## config.mk

```make
export PLATFORM = sky130hd
export DESIGN_NAME = touch_swipe_gesture_detector_flat
export DESIGN_NICKNAME = d
export VERILOG_FILES = /design/src/design/tsgd_pkg.sv /design/src/design/tsgd_sample_if.sv /design/src/design/tsgd_event_if.sv /design/src/design/touch_swipe_gesture_detector.sv /design/src/design/tsgd_isqrt.sv /design/src/flat_wrapper.sv
export SDC_FILE = /design/constraint.sdc
export NUM_CORES = 2
export LEC_CHECK = 0
export ABC_AREA = 1
export BUFFER_PORTS_ARGS = -buffer_cell sky130_fd_sc_hd__buf_2
export CAP_MARGIN = 40
export CORE_ASPECT_RATIO = 1.2
export CORE_MARGIN = 3
export CORE_UTILIZATION = 50
export CTS_CLUSTER_DIAMETER = 40
export CTS_CLUSTER_SIZE = 12
export DETAILED_ROUTE_END_ITERATION = 10
export PLACE_DENSITY = 0.67
export SKIP_CTS_REPAIR_TIMING = 1
export SLEW_MARGIN = 20
export SYNTH_ARGS = -nofsm -noshare
export SYNTH_HDL_FRONTEND = slang
export SYNTH_SLANG_ARGS = --single-unit
```

## constraint.sdc

```tcl
create_clock -name i_clk -period 11.12 [get_ports i_clk]
set_clock_uncertainty 0.1 [all_clocks]
set_input_delay 2.224 -clock i_clk [delete_from_list [all_inputs] [get_ports i_clk]]
set_output_delay 2.224 -clock i_clk [all_outputs]
set_load 0.02 [all_outputs]
```

## src/design/tsgd_pkg.sv

```systemverilog
// tsgd_pkg: shared types, codes and the edge-area function of the swipe detector
`default_nettype none

package tsgd_pkg;

    localparam int COORD_W   = 11;
    localparam int ROOT_IN_W = 23;
    localparam int ROOT_W    = 12;
    localparam int CFG_W     = 16;
    localparam int CFG_IDX_W = 3;
    localparam int MUL_A_W   = 16;
    localparam int MUL_B_W   = 32;
    localparam int MUL_P_W   = MUL_A_W + MUL_B_W;

    localparam logic [CFG_IDX_W-1:0] CFG_VEDGE    = 3'd0;
    localparam logic [CFG_IDX_W-1:0] CFG_HEDGE    = 3'd1;
    localparam logic [CFG_IDX_W-1:0] CFG_MIN_VERT = 3'd2;
    localparam logic [CFG_IDX_W-1:0] CFG_MIN_HORZ = 3'd3;
    localparam logic [CFG_IDX_W-1:0] CFG_TAN      = 3'd4;
    localparam logic [CFG_IDX_W-1:0] CFG_SLOW     = 3'd5;
    localparam logic [CFG_IDX_W-1:0] CFG_SHORT    = 3'd6;

    localparam logic [1:0] EV_PRESS    = 2'd0;
    localparam logic [1:0] EV_PRESSING = 2'd1;
    localparam logic [1:0] EV_RELEASE  = 2'd2;

    localparam logic [2:0] DIR_NONE  = 3'd0;
    localparam logic [2:0] DIR_UP    = 3'd1;
    localparam logic [2:0] DIR_DOWN  = 3'd2;
    localparam logic [2:0] DIR_LEFT  = 3'd3;
    localparam logic [2:0] DIR_RIGHT = 3'd4;

    typedef struct packed {
        logic [1:0]         event_kind;
        logic [COORD_W-1:0] first_x;
        logic [COORD_W-1:0] first_y;
        logic [COORD_W-1:0] last_x;
        logic [COORD_W-1:0] last_y;
        logic [3:0]         first_area;
        logic [3:0]         last_area;
        logic [2:0]         swipe_dir;
        logic [ROOT_W-1:0]  travel_px;
        logic [31:0]        elapsed_ms;
        logic               is_short;
        logic               is_slow;
    } t_event;

    // bit0 top, bit1 bottom, bit2 left, bit3 right
    function automatic logic [3:0] edge_bits(
        input logic [COORD_W-1:0] x,
        input logic [COORD_W-1:0] y,
        input logic [COORD_W-1:0] vedge,
        input logic [COORD_W-1:0] hedge,
        input logic [COORD_W:0]   w,
        input logic [COORD_W:0]   h
    );
        logic signed [COORD_W+1:0] rem_x;
        logic signed [COORD_W+1:0] rem_y;
        rem_y = $signed({1'b0, h}) - $signed({2'b00, y});
        rem_x = $signed({1'b0, w}) - $signed({2'b00, x});
        edge_bits = {rem_x < $signed({2'b00, hedge}), x < hedge,
                     rem_y < $signed({2'b00, vedge}), y < vedge};
    endfunction

endpackage

`default_nettype wire

```

## src/design/tsgd_sample_if.sv

```systemverilog
// tsgd_sample_if: touch sample channel
`default_nettype none

interface tsgd_sample_if;
    logic        valid;
    logic        ready;
    logic        pressed;
    logic [10:0] touch_x;
    logic [10:0] touch_y;
    logic [31:0] now_ms;

    modport source (output valid, pressed, touch_x, touch_y, now_ms, input ready);
    modport sink   (input valid, pressed, touch_x, touch_y, now_ms, output ready);
endinterface

`default_nettype wire

```

## src/design/tsgd_event_if.sv

```systemverilog
// tsgd_event_if: gesture event channel
`default_nettype none

interface tsgd_event_if;
    logic        valid;
    logic        ready;
    logic [1:0]  event_kind;
    logic [10:0] first_x;
    logic [10:0] first_y;
    logic [10:0] last_x;
    logic [10:0] last_y;
    logic [3:0]  first_area;
    logic [3:0]  last_area;
    logic [2:0]  swipe_dir;
    logic [11:0] travel_px;
    logic [31:0] elapsed_ms;
    logic        is_short;
    logic        is_slow;

    modport source (output valid, event_kind, first_x, first_y, last_x, last_y,
                    first_area, last_area, swipe_dir, travel_px, elapsed_ms,
                    is_short, is_slow, input ready);
    modport sink   (input valid, event_kind, first_x, first_y, last_x, last_y,
                    first_area, last_area, swipe_dir, travel_px, elapsed_ms,
                    is_short, is_slow, output ready);
endinterface

`default_nettype wire

```

## src/design/touch_swipe_gesture_detector.sv

```systemverilog
// touch_swipe_gesture_detector: top level, sample sequencer with shared multiplier
// sequence: a press or unmoved point goes from S_LOAD to S_OUT, a moved point
//   through S_SQX, S_SQY, S_TAN, S_ROOT (square root wait) and S_SPD to S_OUT
// throughput: one sample at a time, next sample taken once the event is loaded
//   into the output register; samples that cause no event are dropped while idle
// reset: synchronous active low, clears gesture state and output valid, sets the
//   configuration registers to their default values
`default_nettype none

module touch_swipe_gesture_detector
    import tsgd_pkg::*;
#(
    parameter int SCREEN_WIDTH  = 800,
    parameter int SCREEN_HEIGHT = 480
) (
    input  wire logic                 i_clk,
    input  wire logic                 i_rst_n,
    tsgd_sample_if.sink               i_sample,
    tsgd_event_if.source              o_event,
    input  wire logic                 i_cfg_we,
    input  wire logic [CFG_IDX_W-1:0] i_cfg_idx,
    input  wire logic [CFG_W-1:0]     i_cfg_data
);

    localparam logic [COORD_W:0] SCR_W = (COORD_W+1)'(SCREEN_WIDTH);
    localparam logic [COORD_W:0] SCR_H = (COORD_W+1)'(SCREEN_HEIGHT);

    typedef enum logic [7:0] {
        S_IDLE = 8'b0000_0001,
        S_LOAD = 8'b0000_0010,
        S_SQX  = 8'b0000_0100,
        S_SQY  = 8'b0000_1000,
        S_TAN  = 8'b0001_0000,
        S_ROOT = 8'b0010_0000,
        S_SPD  = 8'b0100_0000,
        S_OUT  = 8'b1000_0000
    } t_state;

    t_state r_state;

    // configuration
    logic [COORD_W-1:0] r_cfg_vedge;
    logic [COORD_W-1:0] r_cfg_hedge;
    logic [COORD_W-1:0] r_cfg_min_vert;
    logic [COORD_W-1:0] r_cfg_min_horz;
    logic [13:0]        r_cfg_tan;
    logic [15:0]        r_cfg_slow;
    logic [15:0]        r_cfg_short;

    // gesture state
    logic               r_active;
    logic [31:0]        r_start_tick;
    logic [COORD_W-1:0] r_start_x;
    logic [COORD_W-1:0] r_start_y;
    logic [COORD_W-1:0] r_stop_x;
    logic [COORD_W-1:0] r_stop_y;
    logic [3:0]         r_start_area;
    logic [2:0]         r_dir;
    logic [ROOT_W-1:0]  r_dist;
    logic               r_slow;

    // sample and working registers
    logic               r_touched;
    logic [COORD_W-1:0] r_x;
    logic [COORD_W-1:0] r_y;
    logic [31:0]        r_now;
    logic [1:0]         r_kind;
    logic [31:0]        r_elapsed;
    logic               r_short;
    logic signed [COORD_W:0] r_dx;
    logic signed [COORD_W:0] r_dy;
    logic [ROOT_IN_W-1:0]    r_acc;
    logic               r_vert;

    logic               r_out_valid;
    t_event             r_evt;

    logic               w_touched;
    logic               w_in_xfer;
    logic               w_out_xfer;
    logic               w_load;
    logic [COORD_W-1:0] w_new_x;
    logic [COORD_W-1:0] w_new_y;
    logic signed [COORD_W:0] w_dx;
    logic signed [COORD_W:0] w_dy;
    logic signed [COORD_W:0] w_ndx;
    logic signed [COORD_W:0] w_ndy;
    logic [COORD_W-1:0] w_ax;
    logic [COORD_W-1:0] w_ay;
    logic [31:0]        w_elapsed;
    logic signed [COORD_W:0] w_minv;
    logic signed [COORD_W:0] w_minh;
    logic [MUL_A_W-1:0] w_mul_a;
    logic [MUL_B_W-1:0] w_mul_b;
    logic [MUL_P_W-1:0] w_prod;
    logic               w_root_start;
    logic               w_root_done;
    logic [ROOT_W-1:0]  w_root;

    assign w_touched = i_sample.pressed
                       && ({1'b0, i_sample.touch_x} < SCR_W)
                       && ({1'b0, i_sample.touch_y} < SCR_H);
    assign i_sample.ready = (r_state == S_IDLE);
    assign w_in_xfer  = i_sample.valid && i_sample.ready;
    assign w_out_xfer = r_out_valid && o_event.ready;
    assign w_load     = (r_state == S_OUT) && (!r_out_valid || o_event.ready);

    assign w_new_x   = r_touched ? r_x : r_stop_x;
    assign w_new_y   = r_touched ? r_y : r_stop_y;
    assign w_dx      = $signed({1'b0, w_new_x}) - $signed({1'b0, r_start_x});
    assign w_dy      = $signed({1'b0, w_new_y}) - $signed({1'b0, r_start_y});
    assign w_elapsed = r_now - r_start_tick;

    assign w_ndx = -r_dx;
    assign w_ndy = -r_dy;
    assign w_ax  = r_dx[COORD_W] ? w_ndx[COORD_W-1:0] : r_dx[COORD_W-1:0];
    assign w_ay  = r_dy[COORD_W] ? w_ndy[COORD_W-1:0] : r_dy[COORD_W-1:0];
    assign w_minv = $signed({1'b0, r_cfg_min_vert});
    assign w_minh = $signed({1'b0, r_cfg_min_horz});

    // shared multiplier
    always_comb begin
        unique case (r_state)
            S_SQX: begin
                w_mul_a = MUL_A_W'(w_ax);
                w_mul_b = MUL_B_W'(w_ax);
            end
            S_SQY: begin
                w_mul_a = MUL_A_W'(w_ay);
                w_mul_b = MUL_B_W'(w_ay);
            end
            S_TAN: begin
                w_mul_a = MUL_A_W'(r_cfg_tan);
                w_mul_b = MUL_B_W'(w_ax);
            end
            default: begin
                w_mul_a = r_cfg_slow;
                w_mul_b = r_elapsed;
            end
        endcase
    end

    assign w_prod       = MUL_P_W'(w_mul_a) * MUL_P_W'(w_mul_b);
    assign w_root_start = (r_state == S_TAN);

    tsgd_isqrt u_root (
        .i_clk   (i_clk),
        .i_rst_n (i_rst_n),
        .i_start (w_root_start),
        .i_value (r_acc),
        .o_done  (w_root_done),
        .o_root  (w_root)
    );

    always_ff @(posedge i_clk) begin
        if (!i_rst_n) begin
            r_cfg_vedge    <= 11'd20;
            r_cfg_hedge    <= 11'd20;
            r_cfg_min_vert <= 11'd50;
            r_cfg_min_horz <= 11'd50;
            r_cfg_tan      <= 14'd256;
            r_cfg_slow     <= 16'd256;
            r_cfg_short    <= 16'd200;
        end else if (i_cfg_we) begin
            unique case (i_cfg_idx)
                CFG_VEDGE:    r_cfg_vedge    <= i_cfg_data[COORD_W-1:0];
                CFG_HEDGE:    r_cfg_hedge    <= i_cfg_data[COORD_W-1:0];
                CFG_MIN_VERT: r_cfg_min_vert <= i_cfg_data[COORD_W-1:0];
                CFG_MIN_HORZ: r_cfg_min_horz <= i_cfg_data[COORD_W-1:0];
                CFG_TAN:      r_cfg_tan      <= i_cfg_data[13:0];
                CFG_SLOW:     r_cfg_slow     <= i_cfg_data;
                CFG_SHORT:    r_cfg_short    <= i_cfg_data;
                default: ;
            endcase
        end
    end

    always_ff @(posedge i_clk) begin
        if (!i_rst_n) begin
            r_state      <= S_IDLE;
            r_out_valid  <= 1'b0;
            r_active     <= 1'b0;
            r_start_tick <= '0;
            r_start_x    <= '0;
            r_start_y    <= '0;
            r_stop_x     <= '0;
            r_stop_y     <= '0;
            r_start_area <= '0;
            r_dir        <= DIR_NONE;
            r_dist       <= '0;
            r_slow       <= 1'b0;
        end else begin
            if (w_load) begin
                r_out_valid <= 1'b1;
            end else if (w_out_xfer) begin
                r_out_valid <= 1'b0;
            end
            unique case (r_state)
                S_IDLE: begin
                    if (w_in_xfer && (w_touched || r_active)) begin
                        r_touched <= w_touched;
                        r_x       <= i_sample.touch_x;
                        r_y       <= i_sample.touch_y;
                        r_now     <= i_sample.now_ms;
                        r_state   <= S_LOAD;
                    end
                end
                S_LOAD: begin
                    r_stop_x <= w_new_x;
                    r_stop_y <= w_new_y;
                    if (!r_active) begin
                        r_active     <= 1'b1;
                        r_start_tick <= r_now;
                        r_start_x    <= w_new_x;
                        r_start_y    <= w_new_y;
                        r_start_area <= edge_bits(w_new_x, w_new_y, r_cfg_vedge,
                                                  r_cfg_hedge, SCR_W, SCR_H);
                        r_kind       <= EV_PRESS;
                        r_elapsed    <= '0;
                        r_short      <= 1'b0;
                        r_state      <= S_OUT;
                    end else begin
                        r_kind    <= r_touched ? EV_PRESSING : EV_RELEASE;
                        r_elapsed <= w_elapsed;
                        r_short   <= w_elapsed < 32'(r_cfg_short);
                        r_dx      <= w_dx;
                        r_dy      <= w_dy;
                        r_state   <= (w_dx != '0 || w_dy != '0) ? S_SQX : S_OUT;
                    end
                end
                S_SQX: begin
                    r_acc   <= w_prod[ROOT_IN_W-1:0];
                    r_state <= S_SQY;
                end
                S_SQY: begin
                    r_acc   <= r_acc + w_prod[ROOT_IN_W-1:0];
                    r_state <= S_TAN;
                end
                S_TAN: begin
                    r_vert  <= (r_dx == '0)
                               || (MUL_P_W'({w_ay, 8'h00}) > w_prod);
                    r_state <= S_ROOT;
                end
                S_ROOT: begin
                    if (w_root_done) begin
                        r_dist  <= w_root;
                        r_state <= S_SPD;
                    end
                end
                S_SPD: begin
                    r_slow <= MUL_P_W'({r_dist, 8'h00}) < w_prod;
                    if (r_vert) begin
                        if (r_dy > w_minv) begin
                            r_dir <= DIR_DOWN;
                        end else if (r_dy < -w_minv) begin
                            r_dir <= DIR_UP;
                        end
                    end else begin
                        if (r_dx > w_minh) begin
                            r_dir <= DIR_RIGHT;
                        end else if (r_dx < -w_minh) begin
                            r_dir <= DIR_LEFT;
                        end
                    end
                    r_state <= S_OUT;
                end
                S_OUT: begin
                    if (w_load) begin
                        r_state <= S_IDLE;
                        if (r_kind == EV_RELEASE) begin
                            r_active     <= 1'b0;
                            r_start_tick <= '0;
                            r_start_x    <= '0;
                            r_start_y    <= '0;
                            r_stop_x     <= '0;
                            r_stop_y     <= '0;
                            r_start_area <= '0;
                            r_dir        <= DIR_NONE;
                            r_dist       <= '0;
                            r_slow       <= 1'b0;
                        end
                    end
                end
                default: r_state <= S_IDLE;
            endcase
        end
    end

    // output register
    always_ff @(posedge i_clk) begin
        if (w_load) begin
            r_evt.event_kind <= r_kind;
            r_evt.first_x    <= r_start_x;
            r_evt.first_y    <= r_start_y;
            r_evt.last_x     <= r_stop_x;
            r_evt.last_y     <= r_stop_y;
            r_evt.first_area <= r_start_area;
            r_evt.last_area  <= edge_bits(r_stop_x, r_stop_y, r_cfg_vedge,
                                          r_cfg_hedge, SCR_W, SCR_H);
            r_evt.swipe_dir  <= r_dir;
            r_evt.travel_px  <= r_dist;
            r_evt.elapsed_ms <= r_elapsed;
            r_evt.is_short   <= r_short;
            r_evt.is_slow    <= r_slow;
        end
    end

    assign o_event.valid      = r_out_valid;
    assign o_event.event_kind = r_evt.event_kind;
    assign o_event.first_x    = r_evt.first_x;
    assign o_event.first_y    = r_evt.first_y;
    assign o_event.last_x     = r_evt.last_x;
    assign o_event.last_y     = r_evt.last_y;
    assign o_event.first_area = r_evt.first_area;
    assign o_event.last_area  = r_evt.last_area;
    assign o_event.swipe_dir  = r_evt.swipe_dir;
    assign o_event.travel_px  = r_evt.travel_px;
    assign o_event.elapsed_ms = r_evt.elapsed_ms;
    assign o_event.is_short   = r_evt.is_short;
    assign o_event.is_slow    = r_evt.is_slow;

`ifndef ASSERT_OFF
    a_state_onehot: assert property (@(posedge i_clk) disable iff (!i_rst_n)
        $onehot(r_state))
        else $error("sequencer state not one-hot");

    a_root_in_root: assert property (@(posedge i_clk) disable iff (!i_rst_n)
        w_root_done |-> (r_state == S_ROOT))
        else $error("square root finished outside its wait state");

    a_release_clears: assert property (@(posedge i_clk) disable iff (!i_rst_n)
        (r_state == S_OUT && r_kind == EV_RELEASE && (!r_out_valid || o_event.ready))
        |=> (!r_active && r_dir == DIR_NONE && r_dist == '0))
        else $error("gesture state kept after release");

    a_press_zero: assert property (@(posedge i_clk) disable iff (!i_rst_n)
        (r_out_valid && r_evt.event_kind == EV_PRESS)
        |-> (r_evt.elapsed_ms == '0 && r_evt.swipe_dir == DIR_NONE && !r_evt.is_slow))
        else $error("press event with nonzero motion fields");
`endif

endmodule

`default_nettype wire

```

## src/design/tsgd_isqrt.sv

```systemverilog
// tsgd_isqrt: iterative floor square root, one result bit per pass, one pass a cycle
`default_nettype none

module tsgd_isqrt
    import tsgd_pkg::*;
(
    input  wire logic                 i_clk,
    input  wire logic                 i_rst_n,
    input  wire logic                 i_start,
    input  wire logic [ROOT_IN_W-1:0] i_value,
    output logic                      o_done,
    output logic [ROOT_W-1:0]         o_root
);

    logic                 r_busy;
    logic                 r_done;
    logic [ROOT_IN_W-1:0] r_rem;
    logic [ROOT_IN_W-1:0] r_res;
    logic [ROOT_IN_W-1:0] r_bit;
    logic [ROOT_IN_W-1:0] w_trial;

    assign w_trial = r_res + r_bit;

    always_ff @(posedge i_clk) begin
        if (!i_rst_n) begin
            r_busy <= 1'b0;
            r_done <= 1'b0;
        end else begin
            r_done <= r_busy && r_bit[0];
            if (i_start) begin
                r_busy <= 1'b1;
            end else if (r_busy && r_bit[0]) begin
                r_busy <= 1'b0;
            end
        end
    end

    always_ff @(posedge i_clk) begin
        if (i_start) begin
            r_rem <= i_value;
            r_res <= '0;
            r_bit <= {1'b1, {(ROOT_IN_W-1){1'b0}}};
        end else if (r_busy) begin
            if (r_rem >= w_trial) begin
                r_rem <= r_rem - w_trial;
                r_res <= (r_res >> 1) + r_bit;
            end else begin
                r_res <= r_res >> 1;
            end
            r_bit <= r_bit >> 2;
        end
    end

    assign o_done = r_done;
    assign o_root = r_res[ROOT_W-1:0];

endmodule

`default_nettype wire

```

## src/flat_wrapper.sv

```systemverilog
// flat-port wrapper written by rule: the top's interface ports become plain ports
module touch_swipe_gesture_detector_flat import tsgd_pkg::*;
#(
    parameter int SCREEN_WIDTH  = 800,
    parameter int SCREEN_HEIGHT = 480
)
  (i_clk, i_rst_n, i_cfg_we, i_cfg_idx, i_cfg_data, i_sample_valid, i_sample_pressed, i_sample_touch_x, i_sample_touch_y, i_sample_now_ms, i_sample_ready, o_event_valid, o_event_event_kind, o_event_first_x, o_event_first_y, o_event_last_x, o_event_last_y, o_event_first_area, o_event_last_area, o_event_swipe_dir, o_event_travel_px, o_event_elapsed_ms, o_event_is_short, o_event_is_slow, o_event_ready);
  tsgd_sample_if i_sample_i ();
  tsgd_event_if o_event_i ();
  input  wire logic i_clk;
  input  wire logic i_rst_n;
  input  wire logic i_cfg_we;
  input  wire logic [CFG_IDX_W-1:0] i_cfg_idx;
  input  wire logic [CFG_W-1:0] i_cfg_data;
  input wire logic [$bits(i_sample_i.valid)-1:0] i_sample_valid;
  input wire logic [$bits(i_sample_i.pressed)-1:0] i_sample_pressed;
  input wire logic [$bits(i_sample_i.touch_x)-1:0] i_sample_touch_x;
  input wire logic [$bits(i_sample_i.touch_y)-1:0] i_sample_touch_y;
  input wire logic [$bits(i_sample_i.now_ms)-1:0] i_sample_now_ms;
  output wire logic [$bits(i_sample_i.ready)-1:0] i_sample_ready;
  output wire logic [$bits(o_event_i.valid)-1:0] o_event_valid;
  output wire logic [$bits(o_event_i.event_kind)-1:0] o_event_event_kind;
  output wire logic [$bits(o_event_i.first_x)-1:0] o_event_first_x;
  output wire logic [$bits(o_event_i.first_y)-1:0] o_event_first_y;
  output wire logic [$bits(o_event_i.last_x)-1:0] o_event_last_x;
  output wire logic [$bits(o_event_i.last_y)-1:0] o_event_last_y;
  output wire logic [$bits(o_event_i.first_area)-1:0] o_event_first_area;
  output wire logic [$bits(o_event_i.last_area)-1:0] o_event_last_area;
  output wire logic [$bits(o_event_i.swipe_dir)-1:0] o_event_swipe_dir;
  output wire logic [$bits(o_event_i.travel_px)-1:0] o_event_travel_px;
  output wire logic [$bits(o_event_i.elapsed_ms)-1:0] o_event_elapsed_ms;
  output wire logic [$bits(o_event_i.is_short)-1:0] o_event_is_short;
  output wire logic [$bits(o_event_i.is_slow)-1:0] o_event_is_slow;
  input wire logic [$bits(o_event_i.ready)-1:0] o_event_ready;
  assign i_sample_i.valid = i_sample_valid;
  assign i_sample_i.pressed = i_sample_pressed;
  assign i_sample_i.touch_x = i_sample_touch_x;
  assign i_sample_i.touch_y = i_sample_touch_y;
  assign i_sample_i.now_ms = i_sample_now_ms;
  assign i_sample_ready = i_sample_i.ready;
  assign o_event_valid = o_event_i.valid;
  assign o_event_event_kind = o_event_i.event_kind;
  assign o_event_first_x = o_event_i.first_x;
  assign o_event_first_y = o_event_i.first_y;
  assign o_event_last_x = o_event_i.last_x;
  assign o_event_last_y = o_event_i.last_y;
  assign o_event_first_area = o_event_i.first_area;
  assign o_event_last_area = o_event_i.last_area;
  assign o_event_swipe_dir = o_event_i.swipe_dir;
  assign o_event_travel_px = o_event_i.travel_px;
  assign o_event_elapsed_ms = o_event_i.elapsed_ms;
  assign o_event_is_short = o_event_i.is_short;
  assign o_event_is_slow = o_event_i.is_slow;
  assign o_event_i.ready = o_event_ready;
  touch_swipe_gesture_detector #(.SCREEN_WIDTH(SCREEN_WIDTH), .SCREEN_HEIGHT(SCREEN_HEIGHT)) u_core (.i_clk(i_clk), .i_rst_n(i_rst_n), .i_sample(i_sample_i), .o_event(o_event_i), .i_cfg_we(i_cfg_we), .i_cfg_idx(i_cfg_idx), .i_cfg_data(i_cfg_data));
endmodule
```

# Word level (Yosys, flattened, before mapping)
# Cells that the tools add are included.
totals:
  output_inout_bits: 105
  input_bits: 79
  ramBits: 0
  mem_count: 0
  latch_bits: 0
  ff_bits: 497
  wordCells: 201
  romBits: 0
classes:
  n_shift: 0
  mux: 54
  eq_ne: 22
  div: 0
  multipliers: 1
  magnitude_cmp: 18
  bitwise_logic: 0
  add_sub_neg: 15
  n_reduce_logical: 44
ops:
  columns: ["cell", "n"]
  rows:
  - ["one-hot mux 32 bit (2 select lines)", 2]
  - ["two-way mux 32 bit", 3]
  - ["two-way mux 23 bit", 4]
  - ["two-way mux 11 bit", 8]
  - ["one-hot mux 11 bit (2 select lines)", 4]
  - ["one-hot mux 8 bit (8 select lines)", 1]
  - ["< comparator 13 x 12 -> 1 bit", 4]
  - ["> comparator 19 x 48 -> 1 bit", 1]
  - ["< comparator 20 x 48 -> 1 bit", 1]
  - ["multiplier 16 x 32 -> 48 bit", 1]
  - ["one-hot mux 16 bit (3 select lines)", 1]
  - ["adder 23 bit", 2]
  - ["one-hot mux 23 bit (2 select lines)", 1]
  - ["< comparator 11 bit", 4]
  - ["two-way mux 8 bit", 5]
  - ["two-way mux 12 bit", 3]
  - ["< comparator 32 x 16 -> 1 bit", 1]
  - ["subtractor 32 bit", 1]
  - ["> comparator 12 bit", 2]
  - ["< comparator 12 bit", 2]
  - ["negation 11 -> 12 bit", 2]
  - ["one-hot mux 12 bit (2 select lines)", 1]
  - ["nonzero test 12 bit", 2]
  - ["subtractor 10 x 11 -> 12 bit (first input constant)", 2]
  - ["42 further kinds", 96]

# Longest topological paths before layout
logic_depth:
  word_depth: 7
  ltp_mapped: 47
  mapped_depth_nobuf: 46

# Cells and area by module
# From an unflattened synthesis, not the netlist that was laid out.
unflattened:
  cells_unflattened: 6207
  area_unflattened_um2: 48011.0
modules_own_cells:
  columns: ["module", "area_per_inst_um2", "cells_per_inst", "n_inst"]
  rows:
  - ["touch_swipe_gesture_detector", 41949.0, 5228, 1]
  - ["tsgd_isqrt", 6062.1, 979, 1]

# Least setup slack after synthesis
# No wires, ideal clock.
synth_path:
  path_type: "reg-to-reg"
  start: "register u_core.r_dy[0]"
  end: "register u_core.r_acc[22] (data pin)"
  synth_period_minus_slack_ns: 8.099
  n_path_buf: 1
  path_slack_ns: 3.021
  arrival_time_ns: 7.741
  stages_incl_launch_ff: 45
  setup_time_ns: 0.258
  cell_sequence: "edfxtp_1 inv_1 ha_1 inv_1 nor2_1 inv_1 nor3_1 nand3_1 nand2_1 xor2_1 a21oi_1 nand3_1 o21ai_0 clkbuf_1 nor2_1 fa_1 inv_1 fa_1 (+9 left out) inv_1 nand2_1 nand2_1 inv_1 nand2_1 inv_1 nand2_1 xnor2_1 inv_1 ha_1 nand2_1 nor4_1 nand4_1 nand3_1 a31oi_1 or2_2 nand3_1 xnor2_1"
synth_between:
  elab_chain_len: 6
synth_lines:
  columns: ["element", "line_no", "text"]
  rows:
  - ["start, declared", "touch_swipe_gesture_detector.sv:71", "logic signed [COORD_W:0] r_dy;"]
  - ["start signal, assigned", "touch_swipe_gesture_detector.sv:227", "r_dy <= w_dy;"]
  - ["negation 11 bit", "touch_swipe_gesture_detector.sv:115", "assign w_ndy = -r_dy;"]
  - ["two-way mux 11 bit *", "touch_swipe_gesture_detector.sv:117", "assign w_ay = r_dy[COORD_W] ? w_ndy[COORD_W-1:0] : r_dy[COORD_W-1:0];"]
  - ["one-hot mux 16 bit (3 select lines) / one-hot mux 32 bit (2 select lines) (equally long branches)", "touch_swipe_gesture_detector.sv:123", "unique case (r_state)"]
  - ["multiplier 16 x 32 -> 48 bit *", "touch_swipe_gesture_detector.sv:143", "assign w_prod = MUL_P_W'(w_mul_a) * MUL_P_W'(w_mul_b);"]
  - ["adder 23 bit", "touch_swipe_gesture_detector.sv:236", "r_acc <= r_acc + w_prod[ROOT_IN_W-1:0];"]
  - ["one-hot mux 23 bit (2 select lines) *", "touch_swipe_gesture_detector.sv:198", "unique case (r_state)"]
  - ["end signal, assigned", "touch_swipe_gesture_detector.sv:232", "r_acc <= w_prod[ROOT_IN_W-1:0];"]
  - ["end signal, assigned", "touch_swipe_gesture_detector.sv:236", null]
  - ["end, declared", "touch_swipe_gesture_detector.sv:72", "logic [ROOT_IN_W-1:0] r_acc;"]
# Every way passes the cells marked *; elsewhere a longest branch is shown, timed or not.
# A chain may end at the register's enable or synchronous reset.

# Worst setup path after layout
# Ends and elaborated chain as after synthesis.

==> out/metrics.csv <==
metric,value,unit
dpl ws,1048,ps
RSZ-0062 raised after global routing,no,
P per Cell Area,121.6,nW/um2
Clock Latency Late Sink,630,ps
std cell rows,122,
post-DR wirelength/cell,18.70,um
worst setup margin,953.1,ps
ANT nets after route,0,
gr ovfl total,0,
gr usage total,28.67,%
Max-slew headroom,40.95,%
Synth area leaders,"fa_1 (18%), edfxtp_1 (17%), ha_1 (11%)",
Remaining DRCs,0,
I/O Buffers,183,
max incr delay on CP,580,ps
layout cell share with drive strength beyond 1,7.584,%
max_cap viols,0,
CP Capture Type,register,
outcome,finished clean,
minimum clock period,10170,ps
die area,97970,um2
cell mode on critical path,inv_1,
Vias per Instance,5.385,
slowest cell on the critical path,fa_1,
dpl hpwl,111.3,mm
Max Slew Vio Count,0,
Die Height,342.3,um
TritonCTS Sinks,497,
Pre-antenna DRT Iters,6,
maximum number of pins on one net before global-route repair,69,
Worst Max-Slew Pin Slew,882.5,ps
Yosys Warn Count,0,
clock slew at reported path FFs,60,ps
final setup TNS,0,ps
Critical Path Source Type,register,
reg-to-reg setup timing slack,950,ps
Int Power,4.144,mW
switching power,2.216,mW
Synth Instances,6013,
#FFs+latches synth,497,
first-pass GRT wire length,220.0,mm
gpl congestion,0.9587,
Synth cell types,56,
first-iteration detailed-routing DRC count,2785,
Mapped Area,47120,um2
Peak VDD IR,0.1338,mV
H-tree lvl count,3,
Lkg Pwr,24.29,nW
initial antenna violation count,3,
Final Setup Violations,0,
core area,92810,um2
Longest Clk Path Bufs,3,
post-synth top area share,17.97,%
area grow syn2layout,11.04,%
syn nets,6927,
syn_area_per_cell,7.836,um2
Final Hold Fails,0,
WS Path Type,register to register,
TritonCTS Buffers,76,
vias,40340,
"Async S/R FF share, synth",0,%
Crit Path Max Fanout,12,
WL final,140.1,mm
fin crit share,91.43,%
worst hold path type,register to register,
Fmax achieved,98.36,MHz
final net count,7101,
cell taking the most area after synthesis,fa_1,
"Data required, critical path",11390,ps
clock power share,38.7,%
# IOs,184,
number of global-route vias before repair,40080,
combinational share of power,29.8,%
switch share,34.84,%
Initial Utilization,50.77,%
chip width,286.2,um
Finished Cell Area,52320,um2
worst endpoint data arrival time,10440,ps
Post-synth top flop,edfxtp_1,
placed instance area,49630,um2
Flop pwr share,31.5,%
CTS tree,yes,
sequential-to-total area share from yosys stat,26.73,%
Clk Tree Root Cell,clkbuf_16,
number of synthesized flops with an enable pin,264,
[path summary, 6_finish.rpt]
path	cells after the start	from	endpoint
hold / removal	0	u_core.r_start_area[2]	u_core.o_event.first_area[2]
setup reg to reg	42	u_core.r_dy[0]	u_core.r_acc[22]
hold reg to reg	0	u_core.r_start_area[2]	u_core.o_event.first_area[2]
setup / recovery	42	u_core.r_dy[0]	u_core.r_acc[22]
[synthesized netlist by cell type (12+ instances only)]
library cell	n
a21oi_1	416
a21o_1	16
a22oi_1	26
a211oi_2	19
nor3_1	61
nand4_1	43
inv_2	19
fa_1	423
dfxtp_1	233
nand3_1	177
clkbuf_1	125
buf_2	17
nand2_1	1309
xnor2_1	49
clkinv_1	12
nor4_1	16
o21bai_1	18
xor2_1	129
edfxtp_1	264
o211ai_1	26
a211oi_1	27
inv_1	1143
nor2_1	605
o21ai_0	267
a31oi_1	21
or2_2	31
ha_1	412
[layout by cell type, fill, tap and decap left out, drive strengths merged, types with 178 or more instances in the layout]
| cell type | synthesis | layout |
|---|---|---|
| a21oi | 416 | 416 |
| buf | 29 | 249 |
| dfxtp | 233 | 233 |
| edfxtp | 264 | 264 |
| fa | 423 | 423 |
| ha | 412 | 412 |
| inv | 1162 | 1183 |
| nand2 | 1313 | 1313 |
| nand3 | 178 | 178 |
| nor2 | 613 | 613 |
| o21ai | 273 | 273 |
[power by group through the flow]
stage          sequential, mW  clock (mW)  combinational, mW
3_5_place_dp             2.04           0               1.88
4_1_cts                  2.00        2.50               1.89
3_3_place_gp             2.04           0               1.85
6_report                 2.00        2.46               1.90
5_1_grt                  2.01        2.58               2.16
2_1_floorplan            2.03           0               1.36
[area by class of cell]
cell class              instances  area [um2]
multi-input cells            4188       29570
flip-flops and latches        497       12590
clock buffers                  83        1938
fillers                      8794       40490
inverters                    1174        4409
clock inverters                58       696.9
repair buffers                250        1551
diodes                          2       5.005
well taps                    1240        1551
[worst max-delay path, delay by kind of cell (launching register included)]
family                     cells  cell delay (ps)
AOI/OAI and AO/OA              3              380
xor gates and xnor gates       3              920
adders and majority gates      9             3960
buffers and inverters         10             1480
DFF                            1              520
and+or+nand+nor               17             2550
[state kept, by name, summed over array words and instances, names as in the netlist, 14 cells and up]
signal,cells
u_core.o_event.elapsed_ms,32
u_core.r_acc,23
u_core.r_cfg_short,16
u_core.r_cfg_slow,16
u_core.r_cfg_tan,14
u_core.r_elapsed,32
u_core.r_now,32
u_core.r_start_tick,32
u_core.u_root.r_rem,23
u_core.u_root.r_res,23
[through the flow]
stage / utilization (%) / total power, mW / hold WS [ps] / std cells
finish: 56.37 / 6.359 / 327.6 / 7492
global route: 56.37 / 6.750 / 355.8 / 7491
detailed placement: 53.47 / 3.919 / 319.5 / 7345
floorplan: - / 3.388 / 300.3 / 6013
CTS: 56.31 / 6.393 / 331.9 / 7486
global placement: 53.26 / 3.893 / 315.1 / 7334
[routing by layer]
layer | wire (um) | vias up | global-route usage, %
li1 | - | 19430 | -
met1 | 59230 | 19200 | 37.99
met2 | 65300 | 1435 | 47.59
met3 | 10540 | 269 | 4.631
met4 | 5009 | 4 | 10.15
met5 | 21 | - | 0
[cells by family (layout without fill, tap and decap cells)]
logic type	Yosys count	after routing	share of synthesized area, %
and+or+nand+nor	2276	2276	19.53
buffers and inverters	1328	1565	10.67
AOI/OAI and AO/OA	898	898	10.83
adders and majority gates	835	835	28.91
DFF	497	497	26.73
xor gates and xnor gates	178	178	3.309
muxes	1	1	0.02125
other	0	2	0
(Power assumes the default switching activity.)
